<file path="src/lfr_pkg.sv">
// Shared constants and types for the LRU frame replacement list.
package lfr_pkg;

  // Number of frames the buffer pool manages, and derived widths.
  localparam int NUM_FRAMES = 64;
  localparam int FRAME_W    = 8;
  localparam int CNT_W      = 9;
  localparam int IDX_W      = (NUM_FRAMES > 1) ? $clog2(NUM_FRAMES) : 1;
  localparam int LEN_W      = $clog2(NUM_FRAMES + 1);

  // Operation codes.
  localparam logic [1:0] OP_VICTIM = 2'd0;
  localparam logic [1:0] OP_PIN    = 2'd1;
  localparam logic [1:0] OP_UNPIN  = 2'd2;

  // Status codes.
  localparam logic [1:0] STATUS_OK      = 2'd0;
  localparam logic [1:0] STATUS_EMPTY   = 2'd1;
  localparam logic [1:0] STATUS_INVALID = 2'd2;

  // What the cell row does in an update cycle.
  localparam logic [1:0] ACT_NONE   = 2'd0;
  localparam logic [1:0] ACT_REMOVE = 2'd1;
  localparam logic [1:0] ACT_APPEND = 2'd2;

  // Command broadcast to every cell.
  typedef struct packed {
    logic               go;
    logic [1:0]         act;
    logic [FRAME_W-1:0] frame;
  } lfr_cmd_t;

endpackage

</file>
<file path="src/lfr_if.sv">
// Request and response channel interfaces of the LRU frame replacement list.
interface lfr_req_if import lfr_pkg::*; ();
  logic               valid;
  logic               ready;
  logic [1:0]         op;
  logic [FRAME_W-1:0] frame;

  modport source (output valid, output op, output frame, input ready);
  modport sink (input valid, input op, input frame, output ready);
endinterface

interface lfr_rsp_if import lfr_pkg::*; ();
  logic               valid;
  logic               ready;
  logic [1:0]         status;
  logic [FRAME_W-1:0] victim_frame;
  logic [CNT_W-1:0]   evictable_count;

  modport source (output valid, output status, output victim_frame,
                  output evictable_count, input ready);
  modport sink (input valid, input status, input victim_frame,
                input evictable_count, output ready);
endinterface

</file>
<file path="src/lfr_cell.sv">
// One slot of the ordered frame list; slot 0 is the oldest entry.
module lfr_cell import lfr_pkg::*; (
  input  logic               clk,
  input  logic               rst,
  input  lfr_cmd_t           cmd,
  input  logic               shift,
  input  logic [FRAME_W-1:0] above_frame,
  input  logic               above_valid,
  input  logic               below_valid,
  output logic [FRAME_W-1:0] frame,
  output logic               valid,
  output logic               hit
);

  // The slot holds the broadcast frame.
  assign hit = valid && (frame == cmd.frame);

  // Occupancy: filled by an append at the first free slot, refilled from above on removal.
  always_ff @(posedge clk) begin
    if (rst) begin
      valid <= 1'b0;
    end else if (cmd.go) begin
      if (cmd.act == ACT_APPEND && !valid && below_valid) begin
        valid <= 1'b1;
      end else if (cmd.act == ACT_REMOVE && shift) begin
        valid <= above_valid;
      end
    end
  end

  // Payload follows the same moves.
  always_ff @(posedge clk) begin
    if (cmd.go) begin
      if (cmd.act == ACT_APPEND && !valid && below_valid) begin
        frame <= cmd.frame;
      end else if (cmd.act == ACT_REMOVE && shift) begin
        frame <= above_frame;
      end
    end
  end

endmodule

</file>
<file path="src/lru_frame_replacer.sv">
// Top level of the LRU frame replacement list: control, flags and the cell row.
//
// The block keeps evictable frames in a row of cells ordered from oldest to newest.
// Unpin appends a frame not yet listed at the newest end. Pin removes a listed frame,
// and victim removes and returns the oldest frame. Each removal closes the gap:
// every cell at or above the removed slot takes its upper neighbor's entry. A request
// is first taken into the request registers in the idle state. In the execute state
// every cell compares its entry, the row shifts or appends, and the response is
// registered. The execute state is held for as long as an earlier response is still
// held in the output register and not yet taken. Up to one response waits in the
// output register while the next request is taken. The cells reset to empty at
// once, so no clearing pass follows reset.
module lru_frame_replacer import lfr_pkg::*; (
  input  logic      clk,
  input  logic      rst,
  lfr_req_if.sink   req,
  lfr_rsp_if.source rsp
);

  localparam logic ST_IDLE = 1'b0;
  localparam logic ST_EXEC = 1'b1;

  logic                  state;
  logic [1:0]            op_q;
  logic [FRAME_W-1:0]    frame_q;
  logic [NUM_FRAMES-1:0] listed;
  logic [LEN_W-1:0]      len;
  logic [LEN_W-1:0]      len_next;

  logic                  out_valid;
  logic [1:0]            out_status;
  logic [FRAME_W-1:0]    out_victim;
  logic [CNT_W-1:0]      out_count;

  lfr_cmd_t              cmd;
  logic                  done;
  logic                  frame_ok;
  logic                  is_listed;
  logic [1:0]            status;
  logic [FRAME_W-1:0]    victim;
  logic                  flag_we;
  logic                  flag_val;
  logic [IDX_W-1:0]      flag_idx;

  logic [FRAME_W-1:0]    cell_frame [NUM_FRAMES];
  logic [NUM_FRAMES-1:0] cell_valid;
  logic [NUM_FRAMES-1:0] cell_hit;
  logic [NUM_FRAMES-1:0] shift_vec;

  // Handshakes.
  assign req.ready = (state == ST_IDLE);
  assign done      = (state == ST_EXEC) && (!out_valid || rsp.ready);

  // Sequencer and request capture.
  always_ff @(posedge clk) begin
    if (rst) begin
      state <= ST_IDLE;
    end else begin
      case (state)
        ST_IDLE: if (req.valid) state <= ST_EXEC;
        ST_EXEC: if (done) state <= ST_IDLE;
        default: state <= ST_IDLE;
      endcase
    end
  end

  always_ff @(posedge clk) begin
    if (req.valid && req.ready) begin
      op_q    <= req.op;
      frame_q <= req.frame;
    end
  end

  // Decode of the held request against the flags and length.
  assign frame_ok  = ({1'b0, frame_q} < (FRAME_W + 1)'(NUM_FRAMES));
  assign is_listed = frame_ok && listed[frame_q[IDX_W-1:0]];

  always_comb begin
    cmd.go    = done;
    cmd.act   = ACT_NONE;
    cmd.frame = frame_q;
    status    = STATUS_OK;
    victim    = '0;
    flag_we   = 1'b0;
    flag_val  = 1'b0;
    flag_idx  = frame_q[IDX_W-1:0];
    len_next  = len;
    case (op_q)
      OP_VICTIM: begin
        if (len == '0) begin
          status = STATUS_EMPTY;
        end else begin
          cmd.act  = ACT_REMOVE;
          victim   = cell_frame[0];
          flag_we  = 1'b1;
          flag_idx = cell_frame[0][IDX_W-1:0];
          len_next = len - LEN_W'(1);
        end
      end
      OP_PIN: begin
        if (!frame_ok) begin
          status = STATUS_INVALID;
        end else if (is_listed) begin
          cmd.act  = ACT_REMOVE;
          flag_we  = 1'b1;
          len_next = len - LEN_W'(1);
        end
      end
      OP_UNPIN: begin
        if (!frame_ok) begin
          status = STATUS_INVALID;
        end else if (!is_listed && len < LEN_W'(NUM_FRAMES)) begin
          cmd.act  = ACT_APPEND;
          flag_we  = 1'b1;
          flag_val = 1'b1;
          len_next = len + LEN_W'(1);
        end
      end
      default: ;
    endcase
  end

  // Listed flags and list length.
  always_ff @(posedge clk) begin
    if (rst) begin
      listed <= '0;
      len    <= '0;
    end else if (done) begin
      len <= len_next;
      if (flag_we) listed[flag_idx] <= flag_val;
    end
  end

  // Row of cells; a cell shifts when the removed slot is at or below it.
  genvar g;
  generate
    for (g = 0; g < NUM_FRAMES; g++) begin : g_cell
      logic [FRAME_W-1:0] above_frame;
      logic               above_valid;
      logic               below_valid;

      assign shift_vec[g] = (op_q == OP_VICTIM) || (|cell_hit[g:0]);

      if (g == NUM_FRAMES - 1) begin : g_top
        assign above_frame = '0;
        assign above_valid = 1'b0;
      end else begin : g_mid
        assign above_frame = cell_frame[g+1];
        assign above_valid = cell_valid[g+1];
      end

      if (g == 0) begin : g_bot
        assign below_valid = 1'b1;
      end else begin : g_up
        assign below_valid = cell_valid[g-1];
      end

      lfr_cell u_cell (
        .clk         (clk),
        .rst         (rst),
        .cmd         (cmd),
        .shift       (shift_vec[g]),
        .above_frame (above_frame),
        .above_valid (above_valid),
        .below_valid (below_valid),
        .frame       (cell_frame[g]),
        .valid       (cell_valid[g]),
        .hit         (cell_hit[g])
      );
    end
  endgenerate

  // Output register.
  always_ff @(posedge clk) begin
    if (rst) begin
      out_valid <= 1'b0;
    end else if (done) begin
      out_valid <= 1'b1;
    end else if (rsp.ready) begin
      out_valid <= 1'b0;
    end
  end

  always_ff @(posedge clk) begin
    if (done) begin
      out_status <= status;
      out_victim <= victim;
      out_count  <= CNT_W'(len_next);
    end
  end

  assign rsp.valid           = out_valid;
  assign rsp.status          = out_status;
  assign rsp.victim_frame    = out_victim;
  assign rsp.evictable_count = out_count;

endmodule
</file>
<file path="src/flat_wrapper.sv">
// flat-port wrapper written by rule: the top's interface ports become plain ports
module lru_frame_replacer_flat import lfr_pkg::*;
  (clk, rst, req_valid, req_op, req_frame, req_ready, rsp_valid, rsp_status, rsp_victim_frame, rsp_evictable_count, rsp_ready);
  lfr_req_if req_i ();
  lfr_rsp_if rsp_i ();
  input  logic clk;
  input  logic rst;
  input wire logic [$bits(req_i.valid)-1:0] req_valid;
  input wire logic [$bits(req_i.op)-1:0] req_op;
  input wire logic [$bits(req_i.frame)-1:0] req_frame;
  output wire logic [$bits(req_i.ready)-1:0] req_ready;
  output wire logic [$bits(rsp_i.valid)-1:0] rsp_valid;
  output wire logic [$bits(rsp_i.status)-1:0] rsp_status;
  output wire logic [$bits(rsp_i.victim_frame)-1:0] rsp_victim_frame;
  output wire logic [$bits(rsp_i.evictable_count)-1:0] rsp_evictable_count;
  input wire logic [$bits(rsp_i.ready)-1:0] rsp_ready;
  assign req_i.valid = req_valid;
  assign req_i.op = req_op;
  assign req_i.frame = req_frame;
  assign req_ready = req_i.ready;
  assign rsp_valid = rsp_i.valid;
  assign rsp_status = rsp_i.status;
  assign rsp_victim_frame = rsp_i.victim_frame;
  assign rsp_evictable_count = rsp_i.evictable_count;
  assign rsp_i.ready = rsp_ready;
  lru_frame_replacer u_core (.clk(clk), .rst(rst), .req(req_i), .rsp(rsp_i));
endmodule
</file>
<file path="config.mk">
export PLATFORM = sky130hd
export DESIGN_NAME = lru_frame_replacer_flat
export DESIGN_NICKNAME = d
export VERILOG_FILES = /design/src/lfr_pkg.sv /design/src/lfr_if.sv /design/src/lfr_cell.sv /design/src/lru_frame_replacer.sv /design/src/flat_wrapper.sv
export SDC_FILE = /design/constraint.sdc
export NUM_CORES = 2
export LEC_CHECK = 0
export BUFFER_PORTS_ARGS = -buffer_cell sky130_fd_sc_hd__buf_2
export CAP_MARGIN = 20
export CORE_MARGIN = 1
export CORE_UTILIZATION = 29
export CTS_CLUSTER_DIAMETER = 120
export DETAILED_ROUTE_END_ITERATION = 16
export PLACE_DENSITY_LB_ADDON = 0.12
export SLEW_MARGIN = 20
export SYNTH_ARGS = -nofsm -noshare
export SYNTH_HDL_FRONTEND = slang
export SYNTH_SLANG_ARGS = --single-unit
</file>
<file path="constraint.sdc">
create_clock -name clk -period 8.8 [get_ports clk]
set_input_delay 2.2 -clock clk [delete_from_list [all_inputs] [get_ports clk]]
set_output_delay 2.2 -clock clk [all_outputs]
set_load 0.05 [all_outputs]
</file>
==> results.sh <==
export IMPL_async_flop_share=0
export IMPL_synth_top_family_by_area="simple AND/OR/NAND/NOR gates"
export IMPL_clk_pin_slew_worst_paths_ns=0.06
export IMPL_hold_end="u_core.listed[59]"
export IMPL_synth_xor_area_share=0.122
export IMPL_swShare=0.245
export IMPL_postCtsSetupBuffers=0
export IMPL_core_area_um2=126000
export IMPL_htreeDepth=3
export IMPL_hold_viol=0
export IMPL_p_switching_mw=1.83
export IMPL_ys_flop_type="edfxtp_1"
export IMPL_fin_util=0.326
export IMPL_regArea_um2=18900
export IMPL_drt_iter0_markers=1722
export IMPL_worstPathRequired_ns=9.08
export IMPL_cts_buffers=84
export IMPL_dpl_hpwl_mm=68.0
export IMPL_period_share=0.644
export IMPL_worstHoldStart="u_core.listed[59]"
export IMPL_clk_latency_ns=0.66
export IMPL_vias=24900
export IMPL_clock_sinks=676
export IMPL_critPathKind="reg -> reg"
export IMPL_cp_arrival_ns=5.95
export IMPL_first_global_vias=25400
export IMPL_grt_max_degree=91
export IMPL_wl_per_cell_um=21.6
export IMPL_skew_ns=0.0274
export IMPL_internal_power_mw=5.63
export IMPL_drt_pass1_iter_count=5
export IMPL_end_kind="flip-flop"
export IMPL_yosysSeqAreaShare=0.514
export IMPL_via_per_inst=4.99
export IMPL_tightestPinTransition_ns=1.04
export IMPL_die_height_um=358
export IMPL_drt_wl_total_mm=108
export IMPL_p_leak_nw=13.2
export IMPL_cts_tree="yes"
export IMPL_status="finished clean"
export IMPL_ys_types=79
export IMPL_clk_path_buf_depth=3
export IMPL_grt_overflow=0
export IMPL_combPwrFrac=0.069
export IMPL_synth_top_area_share=0.439
export IMPL_num_rows=130
export IMPL_hold_class="reg -> reg"
export IMPL_antenna_found_initial=2
export IMPL_gp_congestion=0.784
export IMPL_synthSimpleGateAreaFrac=0.138
export IMPL_drc=0
export IMPL_ios=35
export IMPL_die_area_um2=128000
export IMPL_synthMuxAreaShare=0.0932
export IMPL_path_max_fanout=42
export IMPL_yosysWarnings=0
export IMPL_nets=3286
export IMPL_r2r_setup_slack_ns=3.13
export IMPL_ys_ff_latch=676
export IMPL_fmax_mhz=176
export IMPL_ant_nets=0
export IMPL_synth_top_cell_by_area="edfxtp_1"
export IMPL_synth_adder_area_share=0.00204
export IMPL_powerDensity_nw_per_um2=182
export IMPL_synth_compound_area_share=0.0927
export IMPL_reg2reg_depth=10
export IMPL_whs_path_depth=2
export IMPL_synth_edf_count=539
export IMPL_fin_tns_setup_ns=0
export IMPL_power_share_clock=0.469
export IMPL_synth_common_cells="edfxtp_1 (539), xnor2_1 (350), nand2_1 (310)"
export IMPL_rsz0062_at_grt="no"
export IMPL_synth_most_common_cell="edfxtp_1"
export IMPL_synth_cells=3354
export IMPL_final_layout_size_suffix_gt1_frac=0.155
export IMPL_peakVddDrop_mv=0.153
export IMPL_nFillCells=12800
export IMPL_areaGrowthSynthToFinish_pct=11.4
export IMPL_port_buffers=32
export IMPL_min_period_ns=5.67
export IMPL_r2r_start="u_core.frame_q[2]"
export IMPL_ctsRootBufferMaster="clkbuf_16"
export IMPL_initial_utilization=0.293
export IMPL_pwr_share_seq=0.462
export IMPL_multi_input_area_um2=16600
export IMPL_grt_pass1_wl_mm=164
export IMPL_syn_avg_cell_area_um2=11.0
export IMPL_worst_r2r_endpoint="u_core.g_cell[0].u_cell.frame[1]"
export IMPL_cts_resized=0
export IMPL_hold_buffers=0
export IMPL_report_final_slew_viol_count=0
export IMPL_die_x_um=358
export IMPL_diodes=0
export IMPL_slew_headroom=0.301
export IMPL_setup_viol=0
export IMPL_globalRouteTotalUtil=0.168
export IMPL_synth_area_top_cells="edfxtp_1 (44%), xnor2_1 (8.3%), mux2_2 (8.3%), dfxtp_1 (7.4%), xor2_1 (3.9%)"
export IMPL_max_cap_violations=0
export IMPL_synth_area_um2=36800
export IMPL_cp_start_kind="flip-flop"
[cells in the final DEF (no fill, tap or decap), types with 72 or more instances in the layout]
master,count
nor3_1,85
nand3_1,84
nor2_1,107
nand4_1,72
edfxtp_1,539
xor2_1,162
a21oi_1,157
and2_1,129
xnor2_1,350
o21ai_0,228
nand2_1,309
clkbuf_16,87
mux2_2,272
dfxtp_1,137
[stage by stage]
step / power (mW) / area [um^2] / hold slack (ns) / setup WS [ns] / std cells
after CTS: 7.56 / 41000 / 0.472 / 3.07 / 4985
after floorplan: 3.87 / 36900 / 0.449 / 4.66 / 3357
after global placement: 4.03 / 38300 / 0.456 / 2.56 / 4830
after detailed placement: 4.03 / 38300 / 0.466 / 2.80 / 4830
final: 7.45 / 41100 / 0.474 / 3.13 / 4985
after global routing: 7.71 / 41100 / 0.487 / 2.76 / 4985
[registers in the layout, summed over array words and instances (netlist names)]
signal                      cells
u_core.g_cell.u_cell.frame    512
u_core.g_cell.u_cell.valid     64
u_core.listed                  64
u_core.frame_q                  8
u_core.rsp.victim_frame         8
u_core.len                      7
u_core.rsp.evictable_count      7
u_core.op_q                     2
u_core.rsp.status               2
u_core.rsp.valid                1
u_core.state                    1
[power by group through the flow]
stage                     combinational (mW)  sequential, mW  clock, mW
after detailed placement               0.519            3.51          0
after global routing                   0.559            3.44       3.71
after CTS                              0.521            3.44       3.60
after floorplan                        0.354            3.52          0
after global placement                 0.521            3.51          0
final                                  0.513            3.44       3.50
[routing by layer]
metal	GRT usage	part of all wire	up-vias
met5	0	0	-
met4	0.0463	0.021	0
met3	0.0210	0.033	124
met2	0.270	0.46	415
met1	0.236	0.49	12400
li1	-	-	11900
[logic make-up after synthesis]
kind of cell | count (synthesis)
AND/OR/NAND/NOR | 983
buffers and inverters | 296
AO/OA/AOI/OAI | 571
XOR/XNOR | 512
multiplexers | 309
other | 1
adder cells (fa/ha/maj) | 6
flip-flops | 676
[worst max-delay path by stage]
| stage | startpoint | endpoint | slack [ns] | cells after the start |
|---|---|---|---|---|
| 2_1_floorplan | rsp_ready | u_core.g_cell[13].u_cell.frame[0] | 4.66 | 7 |
| 3_3_place_gp | rsp_ready | u_core.g_cell[63].u_cell.frame[2] | 2.56 | 9 |
| 3_5_place_dp | rsp_ready | u_core.g_cell[63].u_cell.frame[6] | 2.80 | 9 |
| 4_1_cts | u_core.frame_q[2] | u_core.g_cell[16].u_cell.frame[5] | 3.07 | 11 |
| 5_1_grt | u_core.frame_q[2] | u_core.g_cell[16].u_cell.frame[7] | 2.76 | 11 |
| 6_report | u_core.frame_q[2] | u_core.g_cell[0].u_cell.frame[1] | 3.13 | 10 |
[final cells by class]
class,count,share of cell area
flip-flops and latches,676,0.461
repair buffers,76,0.0141
well taps,1650,0.0503
clock buffers,109,0.0570
inverters,43,0.00399
clock inverters,46,0.00972
multi-input cells,2385,0.404
[worst max-delay path: stages, from the launching register on]
cell and delay [ns]:
edfxtp_1 0.57, buf_4 0.65, and2_1 0.51, a22oi_1 0.13, nand3_1 0.16, and4_1 0.42
a22o_1 0.58, nand2_1 0.76, nor2_1 0.84, nor2_1 0.08, nor2_1 0.58
Note: power is estimated with default switching activity, not from simulation.
